<file path="src/rtl/ffba_pkg.sv">
// Shared types and constants of the first-fit block allocator.
// No dependencies; every other file depends on this package.
`default_nettype none
package ffba_pkg;

  localparam int NUM_BLOCKS = 256;
  localparam int ID_BITS    = 32;
  localparam int IDX_W      = $clog2(NUM_BLOCKS);
  localparam int SPAN_W     = 9;
  localparam int CUR_W      = SPAN_W + 1;
  localparam int ADDR_W     = 64;
  localparam int BSIZE_W    = 32;
  localparam int RID_W      = 32;

  localparam logic [ID_BITS-1:0] EMPTY_ID  = {ID_BITS{1'b1}};
  localparam logic [ID_BITS-1:0] LAST_ID   = EMPTY_ID - ID_BITS'(1);

  typedef enum logic [1:0] {
    OP_ALLOC      = 2'd0,
    OP_FREE_ADDR  = 2'd1,
    OP_FREE_ID    = 2'd2,
    OP_QUERY      = 2'd3
  } op_e;

  typedef enum logic [2:0] {
    ST_OK        = 3'd0,
    ST_NO_SPACE  = 3'd1,
    ST_BAD       = 3'd2,
    ST_NOT_FOUND = 3'd3,
    ST_NOT_START = 3'd4,
    ST_DOUBLE    = 3'd5
  } status_e;

  typedef enum logic [1:0] {
    CFG_REGION_BASE   = 2'd0,
    CFG_BLOCK_SIZE    = 2'd1,
    CFG_BLOCKS_IN_USE = 2'd2
  } cfg_idx_e;

  typedef enum logic [3:0] {
    S_IDLE,
    S_RUN_RD,
    S_RUN_CHK,
    S_STAMP,
    S_MUL,
    S_ADD,
    S_DIV,
    S_ID_RD,
    S_ID_CHK,
    S_LK_CUR,
    S_LK_PREV,
    S_LK_CHK,
    S_CLEAR,
    S_RESP
  } state_e;

  typedef struct packed {
    logic [ID_BITS-1:0] owner;
    logic [SPAN_W-1:0]  span;
  } entry_t;

  localparam entry_t RESET_ENTRY = '{owner: EMPTY_ID, span: SPAN_W'(1)};

  // Walk step of an entry: a span of zero advances by one.
  function automatic logic [CUR_W-1:0] step_of(input logic [SPAN_W-1:0] span);
    return (span == '0) ? CUR_W'(1) : {1'b0, span};
  endfunction

endpackage
`default_nettype wire

</file>
<file path="src/rtl/ffba_div.sv">
// Restoring divider, one quotient bit per cycle, for address to block index.
// Depends on ffba_pkg for widths.
`default_nettype none
module ffba_div (
  input  wire logic                         clk_i,
  input  wire logic                         rst_ni,
  input  wire logic                         start_i,
  input  wire logic [ffba_pkg::ADDR_W-1:0]  dividend_i,
  input  wire logic [ffba_pkg::BSIZE_W-1:0] divisor_i,
  output logic                              done_o,
  output logic [ffba_pkg::ADDR_W-1:0]       quot_o,
  output logic [ffba_pkg::BSIZE_W-1:0]      rem_o
);
  import ffba_pkg::*;

  localparam int CNT_W = $clog2(ADDR_W + 1);

  logic [CNT_W-1:0]   cnt_q, cnt_d;
  logic               done_q, done_d;
  logic [ADDR_W-1:0]  quo_q, quo_d;
  logic [BSIZE_W-1:0] rem_q, rem_d;
  logic [BSIZE_W-1:0] dvs_q, dvs_d;
  logic [BSIZE_W:0]   shifted;
  logic [BSIZE_W:0]   diff;

  assign shifted = {rem_q, quo_q[ADDR_W-1]};
  assign diff    = shifted - {1'b0, dvs_q};

  always_comb begin
    cnt_d  = cnt_q;
    done_d = 1'b0;
    quo_d  = quo_q;
    rem_d  = rem_q;
    dvs_d  = dvs_q;
    if (start_i) begin
      cnt_d = CNT_W'(ADDR_W);
      quo_d = dividend_i;
      rem_d = '0;
      dvs_d = divisor_i;
    end else if (cnt_q != '0) begin
      cnt_d  = cnt_q - CNT_W'(1);
      done_d = (cnt_q == CNT_W'(1));
      if (shifted >= {1'b0, dvs_q}) begin
        rem_d = diff[BSIZE_W-1:0];
        quo_d = {quo_q[ADDR_W-2:0], 1'b1};
      end else begin
        rem_d = shifted[BSIZE_W-1:0];
        quo_d = {quo_q[ADDR_W-2:0], 1'b0};
      end
    end
  end

  always_ff @(posedge clk_i or negedge rst_ni) begin
    if (!rst_ni) begin
      cnt_q  <= '0;
      done_q <= 1'b0;
    end else begin
      cnt_q  <= cnt_d;
      done_q <= done_d;
    end
  end

  always_ff @(posedge clk_i) begin
    quo_q <= quo_d;
    rem_q <= rem_d;
    dvs_q <= dvs_d;
  end

  assign done_o = done_q;
  assign quot_o = quo_q;
  assign rem_o  = rem_q;
endmodule
`default_nettype wire

</file>
<file path="config.mk">
export PLATFORM = sky130hd
export DESIGN_NAME = ffba_div
export DESIGN_NICKNAME = d
export VERILOG_FILES = /design/src/rtl/ffba_pkg.sv /design/src/rtl/ffba_div.sv
export SDC_FILE = /design/constraint.sdc
export NUM_CORES = 1
export LEC_CHECK = 0
export BUFFER_PORTS_ARGS = -buffer_cell sky130_fd_sc_hd__clkbuf_2
export CAP_MARGIN = 40
export CORE_MARGIN = 2
export CORE_UTILIZATION = 30
export DETAILED_ROUTE_END_ITERATION = 12
export SYNTH_ARGS = -nofsm -noshare
export SYNTH_HDL_FRONTEND = slang
export SYNTH_SLANG_ARGS = --single-unit
</file>
<file path="constraint.sdc">
create_clock -name clk_i -period 3.3 [get_ports clk_i]
set_input_delay 0.33 -clock clk_i [delete_from_list [all_inputs] [get_ports clk_i]]
set_output_delay 0.33 -clock clk_i [all_outputs]
set_load 0.05 [all_outputs]
</file>
# After elaboration in Yosys (flattened, before gate mapping)

Index checks and enable logic that the tools add are counted.

Register bits after elaboration: 136
Bits of input ports: 99
Output and inout bits: 97
Logic and storage cells: 19

Add/sub/neg operators: 2
$lt $le $gt $ge: 1
Equality and inequality tests: 1
Multiplexer cells: 8
Reduce and logical (&&, ||, !) cells: 2

Operators by type and width:

| cell                                                               | number |
|---|---|
| 64-bit two-way mux                                                 | 2 |
| 33-bit by 32-bit greater-or-equal comparator with 1-bit output     | 1 |
| 32-bit two-way mux                                                 | 1 |
| 32-bit subtractor                                                  | 1 |
| 7-bit two-way mux                                                  | 2 |
| 7-bit by 1-bit == test with 1-bit output, second input constant    | 1 |
| 7-bit nonzero test                                                 | 1 |
| 7-bit by 1-bit subtractor with 7-bit output, second input constant | 1 |
| 1-bit two-way mux                                                  | 3 |
| 2-bit nonzero test                                                 | 1 |

# Longest topological paths before layout

Gate-level depths: netlist of run 1.

Word-level depth: 4
Mapped depth: 15
Gate-level depth less buffers: 13

# Worst setup path before layout of run 1

OpenSTA, ideal clock, no wires.

Path type: flip-flop to flip-flop
From: reg rem_q[21] (netlist: rem_o[21])
To: reg quo_q[0] (netlist: quot_o[0]), data pin
Setup time: 0.260 ns
Data arrival time: 2.836 ns
Data required time: 3.040 ns
Setup slack: 0.204 ns
Stages on the path, launching flop included: 13
Buffers on the path: 3
Period minus slack after synthesis: 3.096 ns
Cells stage by stage: dfxtp_1 > ha_1 > buf_4 > a21oi_1 > nor2b_1 > o21ai_0 > nand2b_1 > a221oi_1 > o21ai_0 > a41o_1 > buf_6 > buf_6 > mux2_2

Word-level cells in the longest chain between the ends: 4

Ends and longest elaborated chain:

| element                                                        | RTL line       | RTL |
|---|---|---|
| from (decl)                                                    | ffba_div.sv:21 | `logic [BSIZE_W-1:0] rem_q, rem_d;` |
| from (signal assigned)                                         | ffba_div.sv:65 | `rem_q <= rem_d;` |
| 33-bit by 32-bit greater-or-equal comparator with 1-bit output | ffba_div.sv:43 | `if (shifted >= {1'b0, dvs_q}) begin` |
| 1-bit two-way mux                                              | ffba_div.sv:43 |  |
| 64-bit two-way mux                                             | ffba_div.sv:40 | `end else if (cnt_q != '0) begin` |
| 64-bit two-way mux                                             | ffba_div.sv:35 | `if (start_i) begin` |
| via quo_d[0]                                                   | ffba_div.sv:20 | `logic [ADDR_W-1:0] quo_q, quo_d;` |
| to (signal assigned)                                           | ffba_div.sv:64 | `quo_q <= quo_d;` |
| to (decl)                                                      | ffba_div.sv:20 |  |

The timed path passes the listed nets, and every way through them passes these cells. The select of a mux whose other input is x is not followed.
A chain may end at the register's enable or synchronous reset.

# Worst setup path in the final report of run 1

Ends and elaborated chain as after synthesis.

==> results by group, run 1 <==
Die
  – Initial Util: 30.36%
  – # rows: 57
  – # IOs: 196
  – Core Footprint: 24180 µm²
  – Die ar.: 25740 µm²
  – Die W: 160.4 µm
  – Die height: 160.4 µm

Critical path
  – Startpoint Class: flip-flop
  – Worst R2R Start: rem_o[21]
  – R2r setup slk: 0.23 ns
  – Crit-path cells: ha_1 -> a21oi_1 -> nor2b_1 -> o21ai_0 -> nand2b_1 -> a221oi_1 -> o21ai_0 -> a41o_1 -> buf_12 -> mux2_2
  – Crit. Startpoint: rem_o[21]
  – Slowest cell on crit path: a221oi_1
  – Crit end category: flip-flop
  – Critical R2R Capture: quot_o[0]
  – Most frequent CP cell: o21ai_0
  – Crit path arrival time: 3.24 ns
  – Crit path required time: 3.47 ns
  – Critical path class: reg2reg
  – R2r worst-path depth: 10
  – Worst Path Max Fanout: 18
  – Crit path max-delay family: compound AO/OA/AOI/OAI gates
  – Worst path bufs/invs: 1
  – CP max stage delay: 0.43 ns

Drt
  – WL/cell: 16.07 µm
  – 1st-iter DRT viols: 318
  – Total number of vias: 5648
  – Via density: 4.734
  – Drt drc: 0
  – Antenna-violating nets left: 0
  – WL final: 19170 µm
  – DRT Pass-1 Iters: 4

Logic synthesis
  – Synth Area in XOR/XNOR: 3.341%
  – Top cell type by total area after synthesis: edfxtp_1
  – FFs w/ async S/R, synth: 5.882%
  – Post-synth top cells: edfxtp_1 (96), mux2_2 (65), nand2_1 (65), nor2_1 (53), a21oi_1 (48)
  – Main synth FF type: edfxtp_1
  – Syn. warnings: 0
  – Largest family of logic cells by synthesized area: compound AO/OA/AOI/OAI gates
  – Synth Area in Simple Gates: 11.04%
  – Post-synthesis cell area: 7341 µm²
  – Synth Area per Inst: 11.11 µm²
  – Yosys cell types: 61
  – Mux share of post-synthesis cell area: 10.24%
  – Cells after Synth: 661
  – Syn_nets: 795
  – Post-Synth Adder-Cell Area: 6.068%
  – Yosys reg bits: 136
  – Sequential fraction of the synthesis area: 50.72%
  – Most common cell in the synthesized netlist: edfxtp_1
  – Synth Area in Compound Gates: 14.10%
  – Post-synth EDFFs: 96
  – Synth area leaders: edfxtp_1 (39%), mux2_2 (10%), dfxtp_1 (8.7%)
  – Area fraction of the dominant cell type after synthesis: 39.27%

Clock tree
  – CTS clock-pin slew for the worst setup and hold paths: 0.07 ns
  – Post_cts resized: 0
  – CTS Buf Count: 17
  – H-tree depth: 4
  – Clock buffer depth: 2
  – Clk sink count: 136
  – Clock latency on the worst-skew pair: 0.42 ns
  – CTS tree: built
  – Clk root buf: clkbuf_16

Pwr
  – LEAKAGE: 4.116 nW
  – Max VDD drop: 0.3730 mV
  – P per Cell Area: 939.6 nW/µm²

STA
  – Top achievable clock speed: 0.3258 GHz
  – Final Slew Violations: 0
  – Setup slack after layout: 0.2310 ns
  – Measured slew at the worst slew-check pin: 0.8425 ns
  – Final min period: 3.069 ns
  – Setup Viol. Count Final: 0
  – Setup_tns: 0 ns
  – Crit share post-route: 93.00%
  – Unrepaired setup endpoints after global routing: false
  – Final Skew: 0.01433 ns
  – Final Hold Fails: 0
  – Slew margin rel.: 43.84%

Placement
  – IO buf count: 195
  – Hpwl dp: 13740 µm
  – Setup Slack @ Placement: 0.2339 ns
  – GP Congestion: 0.8333

Final layout
  – Nets: 990
  – Footprint of the multi-input gates: 3293 µm²
  – Fillers: 2433
  – Antenna Cells: 0
  – Layout cells sized above 1: 36.02%
  – Reg area: 3724 µm²
  – Layout area overhead: 26.27%
  – Post-layout util: 38.34%

GRT
  – Number of global-route vias before repair: 5635
  – First-pass GRT wire length: 30760 µm
  – GR Util All Layers: 15.24%
  – Largest net degree at the start of global routing: 120
  – Initial antenna violation count: 2
  – Grt ovf: 0

Min path
  – Hold Path Class: in2reg
  – HP Start: divisor_i[23]
  – Hold endpoint: dvs_q[23]
  – Worst hold path depth: 1

Status
  – Outcome: complete, no violations

Flow run
  – Total of max-cap violations: 0
==> kinds of logic after synthesis <==
group	Yosys count
compound gates	150
xor+xnor	28
buf+inv	68
mux	67
flops	136
simple gates	177
fa+ha+maj	35
==> cell type report <==
cell class,instances,area share (%)
clock buffer,17,4.590
clock inverter,15,2.011
inverter,37,1.498
multi-input combinational,457,35.53
sequential,136,40.17
tap,324,4.374
timing repair buffer,207,11.83
==> power by group <==
group	switching, mW	total, mW	internal (mW)
registers	0.323	2.60	2.28
logic	2.76	4.10	1.33
clock network	0.861	2.01	1.15
total	3.95	8.71	4.76
==> worst max path at each step <==
| stage | cells after the start | endpoint | slack [ns] |
|---|---|---|---|
| finish | 10 | quot_o[0] | 0.23 |
| CTS | 11 | quot_o[0] | 0.22 |
| global route | 10 | quot_o[0] | 0.005 |
| detailed placement | 10 | quot_o[0] | 0.23 |
| floorplan | 12 | quot_o[0] | 0.20 |
| global placement | 10 | quot_o[0] | 0.31 |
==> state kept, by name, indices dropped and copies added (netlist names) <==
register,cells
quot_o,64
dvs_q,32
rem_o,32
cnt_q,7
done_o,1
==> stage by stage <==
step	total power, mW	area, µm²	hold slack (ns)	instances
after floorplan	5.797	7341	0.03441	661
after global placement	6.732	8647	0.1895	1160
after detailed placement	6.748	8647	0.1933	1160
after CTS	8.815	9269	0.05638	1193
after global routing	9.261	9269	0.06067	1193
final	8.709	9269	0.07749	1193
==> worst register-to-register path: stages (launching register included) <==
cell and delay (ns):
dfxtp_1 0.34, ha_1 0.40, a21oi_1 0.27, nor2b_1 0.07, o21ai_0 0.16, nand2b_1 0.10, a221oi_1 0.43, o21ai_0 0.20
a41o_1 0.38, buf_12 0.22, mux2_2 0.26
==> cells in the final DEF, fill, tap and decap left out, types with 10 or more instances in the layout <==
cell type,netlist,final
clkbuf_2,3,194
edfxtp_1,96,96
mux2_2,65,65
nand2_1,65,65
nor2_1,53,53
a21oi_1,48,48
inv_1,37,36
ha_1,34,34
dfxtp_1,32,32
o21ai_0,19,19
a21o_1,17,17
clkbuf_16,0,17
xnor2_1,15,15
a211oi_1,14,14
a311oi_1,14,14
xor2_1,13,13
nor3_1,10,10
buf_4,4,10
==> routing by layer <==
layer | global-route usage (%) | vias up | part of all wire (%)
met5 | 0 | - | 0.13
met1 | 20.35 | 2622 | 46
li1 | - | 2835 | -
met4 | 4.177 | 4 | 1.0
met2 | 23.43 | 172 | 46
met3 | 5.424 | 15 | 7.1
==> repair_timing <==
action                                  4_1_cts  5_1_grt
buffers inserted                              0        0
hold buffers                                  1        0
endpoints found under the setup margin        0        0
endpoints found under the hold margin         8        0
No activity file was read; power rests on OpenSTA's default activity.
==> run 2, diff against run 1 <==
--- a/config.mk
+++ b/config.mk
@@ -10,6 +10,7 @@
 export CORE_MARGIN = 2
 export CORE_UTILIZATION = 30
 export DETAILED_ROUTE_END_ITERATION = 12
+export MAX_ROUTING_LAYER = met4
 export SYNTH_ARGS = -nofsm -noshare
 export SYNTH_HDL_FRONTEND = slang
 export SYNTH_SLANG_ARGS = --single-unit
==> run 2 against run 1 <==
  * Setup slack worse by 0.0050 ns
  * Highest routed layer is now met4
  * Design area hardly changed
  * Cell count is 0.17% higher
  * Sequential share of layout area about the same
  * Clock power about the same
  * First-iteration DRC count fell by 5.3%
  * Routed wire length is essentially flat
  * Register-to-register slack about the same
  * Hold slack better by 0.0012 ns
==> results by group, run 2 (synthesis gave the netlist of run 1 again) <==
Status
  – Outcome: complete, no violations (unchanged)

Drt
  – 1st-iter DRT viols: 301 (was 318)
  – DRT Pass-1 Iters: 4 (unchanged)
  – WL final: 19180 µm (was 19170 µm)
  – Drt drc: 0 (unchanged)
  – Via density: 4.756 (was 4.734)
  – WL/cell: 16.05 µm (was 16.07 µm)
  – Antenna-violating nets left: 0 (unchanged)
  – Total number of vias: 5683 (was 5648)

Placement
  – GP Congestion: 0.8480 (was 0.8333)
  – Placed instance count: 1160 (unchanged)
  – Post-DP Area: 8647 µm² (unchanged)
  – Setup Slack @ Placement: 0.2339 ns (unchanged)
  – IO buf count: 195 (unchanged)
  – Hpwl dp: 13740 µm (unchanged)

Pwr
  – Sequential share of power: 29.9% (about the same)
  – Max VDD drop: 0.3743 mV (was 0.3730 mV)
  – Clock power share: 23.1% (about the same)
  – Power share of the combinational group: 47.1% (was 47.0%)
  – Sw frac: 45.30% (was 45.33%)
  – Internal: 4.762 mW (was 4.761 mW)
  – P per Cell Area: 938.7 nW/µm² (was 939.6 nW/µm²)
  – Switching pwr: 3.943 mW (was 3.947 mW)
  – LEAKAGE: 4.116 nW (about the same)

Die
  – Die height: 160.4 µm (unchanged)
  – Core Footprint: 24180 µm² (unchanged)
  – Initial Util: 30.36% (unchanged)
  – # rows: 57 (unchanged)
  – # IOs: 196 (unchanged)
  – Die W: 160.4 µm (unchanged)
  – Die ar.: 25740 µm² (unchanged)

Critical path
  – Crit end category: flip-flop (unchanged)
  – Startpoint Class: flip-flop (unchanged)
  – Worst Path Max Fanout: 18 (unchanged)
  – Critical path class: reg2reg (unchanged)
  – Crit path arrival time: 3.25 ns (was 3.24 ns)
  – Crit path required time: 3.48 ns (was 3.47 ns)

Clock tree
  – CTS tree: built (unchanged)
  – CTS clock-pin slew for the worst setup and hold paths: 0.07 ns (about the same)
  – H-tree depth: 4 (unchanged)
  – Clk root buf: clkbuf_16 (unchanged)
  – CTS Buf Count: 17 (unchanged)
  – Clock latency on the worst-skew pair: 0.42 ns (about the same)
  – Clk sink count: 136 (unchanged)
  – Post CTS Setup Buffer Count: 0 (unchanged)
  – Clock buffer depth: 2 (unchanged)

Final layout
  – Layout cells sized above 1: 36.02% (unchanged)
  – Max reg flops: 64 (unchanged)
  – Most frequent cells in the layout: clkbuf_2 (194), edfxtp_1 (96), mux2_2 (65), nand2_1 (65), nor2_1 (53) (unchanged)
  – Fin area: 9274 µm² (was 9269 µm²)
  – Most common cell after layout, fill and taps aside: clkbuf_2 (unchanged)
  – Final non-filler cell total: 1195 (was 1193)
  – Layout area overhead: 26.33% (was 26.27%)
  – Nets: 990 (unchanged)

GRT
  – GR Util All Layers: 15.69% (was 15.24%)
  – Initial antenna violation count: 2 (unchanged)
  – Grt ovf: 0 (unchanged)
  – Number of global-route vias before repair: 5683 (was 5635)
  – Largest net degree at the start of global routing: 120 (unchanged)
  – First-pass GRT wire length: 30690 µm (was 30760 µm)

STA
  – Final hold slack: 0.07869 ns (was 0.07749 ns)
  – Final Skew: 0.01482 ns (was 0.01433 ns)
  – Final Hold Fails: 0 (unchanged)
  – Measured slew at the worst slew-check pin: 0.8387 ns (was 0.8425 ns)
  – Final min period: 3.074 ns (was 3.069 ns)
  – Setup Viol. Count Final: 0 (unchanged)
  – Setup_tns: 0 ns (unchanged)
  – Unrepaired setup endpoints after global routing: false (unchanged)
  – Crit share post-route: 93.15% (was 93.00%)
  – Top achievable clock speed: 0.3253 GHz (was 0.3258 GHz)
  – Slew margin rel.: 44.09% (was 43.84%)
  – Setup slack after layout: 0.2260 ns (was 0.2310 ns)
  – Final Slew Violations: 0 (unchanged)

Flow run
  – Total of max-cap violations: 0 (unchanged)

Min path
  – Hold Path Class: in2reg (unchanged)
==> run 2: cell type report <==
type | count | area, µm²
antenna | 2 | 5.005
sequential | 136 | 3724
multi-input combinational | 457 | 3293
clock inverter | 15 | 186.4
inverter | 37 | 138.9
fill | 2433 | 14900
clock buffer | 17 | 425.4
timing repair buffer | 207 | 1096
tap | 324 | 405.4
==> run 2: per-layer routing <==
| metal | wire [µm] | track usage, % | vias to the layer above |
|---|---|---|---|
| li1 | - | - | 2835 |
| met1 | 8857 | 20.71 | 2652 |
| met2 | 8852 | 23.55 | 185 |
| met3 | 1293 | 4.907 | 11 |
| met4 | 176 | 3.808 | 0 |
| met5 | 0 | - | - |
==> run 2: through the flow <==
step / power, mW / util (%)
global placement: 6.732 / 35.77
global route: 9.260 / 38.36
floorplan: 5.797 / -
detailed placement: 6.748 / 35.77
CTS: 8.815 / 38.34
finish: 8.705 / 38.36
==> run 2: worst paths after layout <==
kind                        endpoint  cells after the start     startpoint  slack [ns]
setup / recovery           quot_o[0]                     10      rem_o[21]        0.23
hold / removal             dvs_q[23]                      1  divisor_i[23]        0.08
setup reg to reg           quot_o[0]                     10      rem_o[21]        0.23
hold reg to reg             rem_o[1]                      2       rem_o[1]        0.49
max in group asynchronous   cnt_q[1]                      2         rst_ni        2.83
min in group asynchronous   cnt_q[6]                      2         rst_ni        0.29
==> run 2: power by group through the flow <==
stage	clock network, mW	logic, mW	registers (mW)
after detailed placement	0	4.11	2.64
after global placement	0	4.10	2.63
after CTS	2.08	4.13	2.61
final	2.01	4.10	2.60
after global routing	2.13	4.47	2.66
after floorplan	0	2.11	3.69
==> run 2: timing repair <==
item / CTS / global route
hold buffers: 1 / 0
endpoints found under the hold margin: 8 / 0
resized for setup: 0 / 0
==> run 2: worst max-delay path, cell delays in order, from the launching register on <==
cell	delay, ns
dfxtp_1	0.34
ha_1	0.40
a21oi_1	0.27
nor2b_1	0.07
o21ai_0	0.16
nand2b_1	0.10
a221oi_1	0.43
o21ai_0	0.21
a41o_1	0.38
buf_12	0.21
mux2_2	0.25
==> run 3, diff against run 2 <==
--- a/config.mk
+++ b/config.mk
@@ -7,10 +7,12 @@
 export LEC_CHECK = 0
 export BUFFER_PORTS_ARGS = -buffer_cell sky130_fd_sc_hd__clkbuf_2
 export CAP_MARGIN = 40
+export CORE_ASPECT_RATIO = 1.1
 export CORE_MARGIN = 2
-export CORE_UTILIZATION = 30
+export CORE_UTILIZATION = 53
 export DETAILED_ROUTE_END_ITERATION = 12
 export MAX_ROUTING_LAYER = met4
+export PLACE_DENSITY = 0.8
 export SYNTH_ARGS = -nofsm -noshare
 export SYNTH_HDL_FRONTEND = slang
 export SYNTH_SLANG_ARGS = --single-unit
==> run 3 against run 2 <==
  * Utilization grew 28 points
  * Cell count shrank 12%
  * Register-to-register slack is essentially flat
  * Routed wire length shrank 8.2%
  * Clock skew shrank 0.0059 ns
  * Sequential cell count is the same
  * Non-clock buffer count is the same
  * Sequential power is essentially flat
  * Combinational power is essentially flat
  * Die area shrank 42%
  * Global-route usage grew 9.5 points
  * Clock power shrank 12%
==> results by group, run 3 (synthesis gave the netlist of run 1 again) <==
Status
  – Outcome: complete, no violations (unchanged)

Drt
  – Antenna-violating nets left: 0 (unchanged)
  – WL/cell: 16.66 µm (was 16.05 µm)
  – 1st-iter DRT viols: 358 (was 301)
  – Drt drc: 0 (unchanged)
  – Via density: 5.507 (was 4.756)
  – Total number of vias: 5821 (was 5683)
  – DRT Pass-1 Iters: 5 (was 4)
  – WL final: 17610 µm (was 19180 µm)

Final layout
  – Nets: 990 (unchanged)
  – Layout cells sized above 1: 36.25% (was 36.02%)
  – Antenna Cells: 0 (was 2)
  – Max reg flops: 64 (unchanged)
  – Most frequent cells in the layout: clkbuf_2 (194), edfxtp_1 (96), mux2_2 (65), nand2_1 (65), nor2_1 (53) (unchanged)
  – Most common cell after layout, fill and taps aside: clkbuf_2 (unchanged)
  – Layout area overhead: 23.30% (was 26.33%)

STA
  – Final Hold Fails: 0 (unchanged)
  – Crit share post-route: 93.53% (was 93.15%)
  – Final hold slack: 0.07848 ns (was 0.07869 ns)
  – Slew margin rel.: 48.41% (was 44.09%)
  – Measured slew at the worst slew-check pin: 0.7738 ns (was 0.8387 ns)
  – Setup Viol. Count Final: 0 (unchanged)
  – Setup slack after layout: 0.2136 ns (was 0.2260 ns)
  – Unrepaired setup endpoints after global routing: false (unchanged)
  – Setup_tns: 0 ns (unchanged)
  – Final Skew: 0.008884 ns (was 0.01482 ns)
  – Final min period: 3.086 ns (was 3.074 ns)
  – Final Slew Violations: 0 (unchanged)
  – Top achievable clock speed: 0.3240 GHz (was 0.3253 GHz)

Placement
  – IO buf count: 195 (unchanged)
  – Hpwl dp: 12650 µm (was 13740 µm)
  – GP Congestion: 0.9705 (was 0.8480)
  – Setup Slack @ Placement: 0.1886 ns (was 0.2339 ns)

Critical path
  – Crit path required time: 3.64 ns (was 3.48 ns)
  – Startpoint Class: flip-flop (unchanged)
  – Crit end category: flip-flop (unchanged)
  – Worst Path Max Fanout: 7 (was 18)
  – Crit path arrival time: 3.42 ns (was 3.25 ns)
  – Critical path class: reg2reg (unchanged)

Min path
  – Hold Path Class: in2reg (unchanged)

Die
  – # IOs: 196 (unchanged)
  – # rows: 45 (was 57)
  – Die height: 127.4 µm (was 160.4 µm)
  – Die ar.: 14810 µm² (was 25740 µm²)
  – Initial Util: 53.65% (was 30.36%)
  – Core Footprint: 13680 µm² (was 24180 µm²)
  – Die W: 116.2 µm (was 160.4 µm)

GRT
  – Grt ovf: 0 (unchanged)
  – Number of global-route vias before repair: 5687 (was 5683)
  – Initial antenna violation count: 0 (was 2)
  – GR Util All Layers: 25.16% (was 15.69%)
  – Largest net degree at the start of global routing: 65 (was 120)
  – First-pass GRT wire length: 28260 µm (was 30690 µm)

Clock tree
  – Clk sink count: 136 (unchanged)
  – Post CTS Setup Buffer Count: 0 (unchanged)
  – Clock latency on the worst-skew pair: 0.43 ns (was 0.42 ns)
  – CTS tree: built (unchanged)
  – Clock buffer depth: 2 (unchanged)
  – CTS clock-pin slew for the worst setup and hold paths: 0.06 ns (was 0.07 ns)
  – Clk root buf: clkbuf_16 (unchanged)
  – H-tree depth: 4 (unchanged)
  – CTS Buf Count: 17 (unchanged)

Pwr
  – LEAKAGE: 4.081 nW (was 4.116 nW)
  – P per Cell Area: 932.5 nW/µm² (was 938.7 nW/µm²)
  – Pwr Total: 8.441 mW (was 8.705 mW)
  – Max VDD drop: 0.4067 mV (was 0.3743 mV)

Flow run
  – Total of max-cap violations: 0 (unchanged)
[run 3: cell count changes in the layout (fill, tap and decap cells not counted)]
cell	before	now
diode_2	2	0
clkinv_2	0	2
clkinv_8	1	0
a221oi_2	0	1
clkinv_4	4	1
inv_8	4	2
clkinvlp_4	0	4
buf_12	2	3
buf_4	10	9
inv_6	3	5
a41o_1	2	1
a221oi_1	2	1
bufinv_16	2	0
a41o_2	0	1
[run 3: per-stage QoR]
step                util, %  cells  cell area, µm²
CTS                   66.10   1057            9044
finish                66.15   1057            9051
detailed placement    62.05   1024            8489
global route          66.15   1057            9051
global placement      62.05   1024            8489
floorplan                 -    661            7341
[run 3: path summary, 6_finish.rpt]
| kind | from | to | slack, ns | cells past startpoint |
|---|---|---|---|---|
| worst max register to register | rem_o[1] | rem_o[27] | 0.21 | 11 |
| worst max-delay path | rem_o[1] | rem_o[27] | 0.21 | 11 |
| worst min-delay path | divisor_i[2] | dvs_q[2] | 0.08 | 1 |
| max in group asynchronous | rst_ni | cnt_q[0] | 2.84 | 2 |
| worst min register to register | rem_o[28] | rem_o[28] | 0.50 | 2 |
| min in group asynchronous | rst_ni | cnt_q[4] | 0.28 | 2 |
[run 3: layout make-up]
cell class,instances,area [µm²]
Clock inverter,15,118.9
Sequential cell,136,3724
Clock buffer,17,425.4
Inverter,37,138.9
Fill cell,1102,4631
Timing Repair Buffer,207,1109
Tap cell,188,235.2
Multi-Input combinational cell,457,3301
[run 3: where the power goes]
group | internal (mW) | switching, mW
Sequential | 2.28 | 0.316
Clock | 0.976 | 0.792
Combinational | 1.32 | 2.76
Total | 4.57 | 3.87
[run 3: timing repair]
action	4_1_cts	5_1_grt
hold buffers	1	0
setup endpoints to repair	0	14
hold endpoints to repair	8	0
resized for setup	0	2
[run 3: critical path, cell delays in order, from the launching register on]
cell and delay, ns:
dfxtp_1 0.35, ha_1 0.37, a21oi_1 0.15, o21ai_1 0.15, a31oi_1 0.27, nand4_2 0.18, a41oi_4 0.34, o21ai_4 0.13
a21boi_0 0.56, o2111a_1 0.25, a21oi_1 0.05, a211oi_1 0.20
[run 3: metal layers]
| metal | GRT usage (%) | part of all wire (%) | vias to the layer above |
|---|---|---|---|
| met1 | 32.29 | 42 | 2735 |
| met4 | 7.913 | 1.4 | 0 |
| met2 | 39.11 | 48 | 240 |
| met3 | 6.736 | 8.3 | 19 |
| met5 | - | 0 | - |
| li1 | - | - | 2827 |
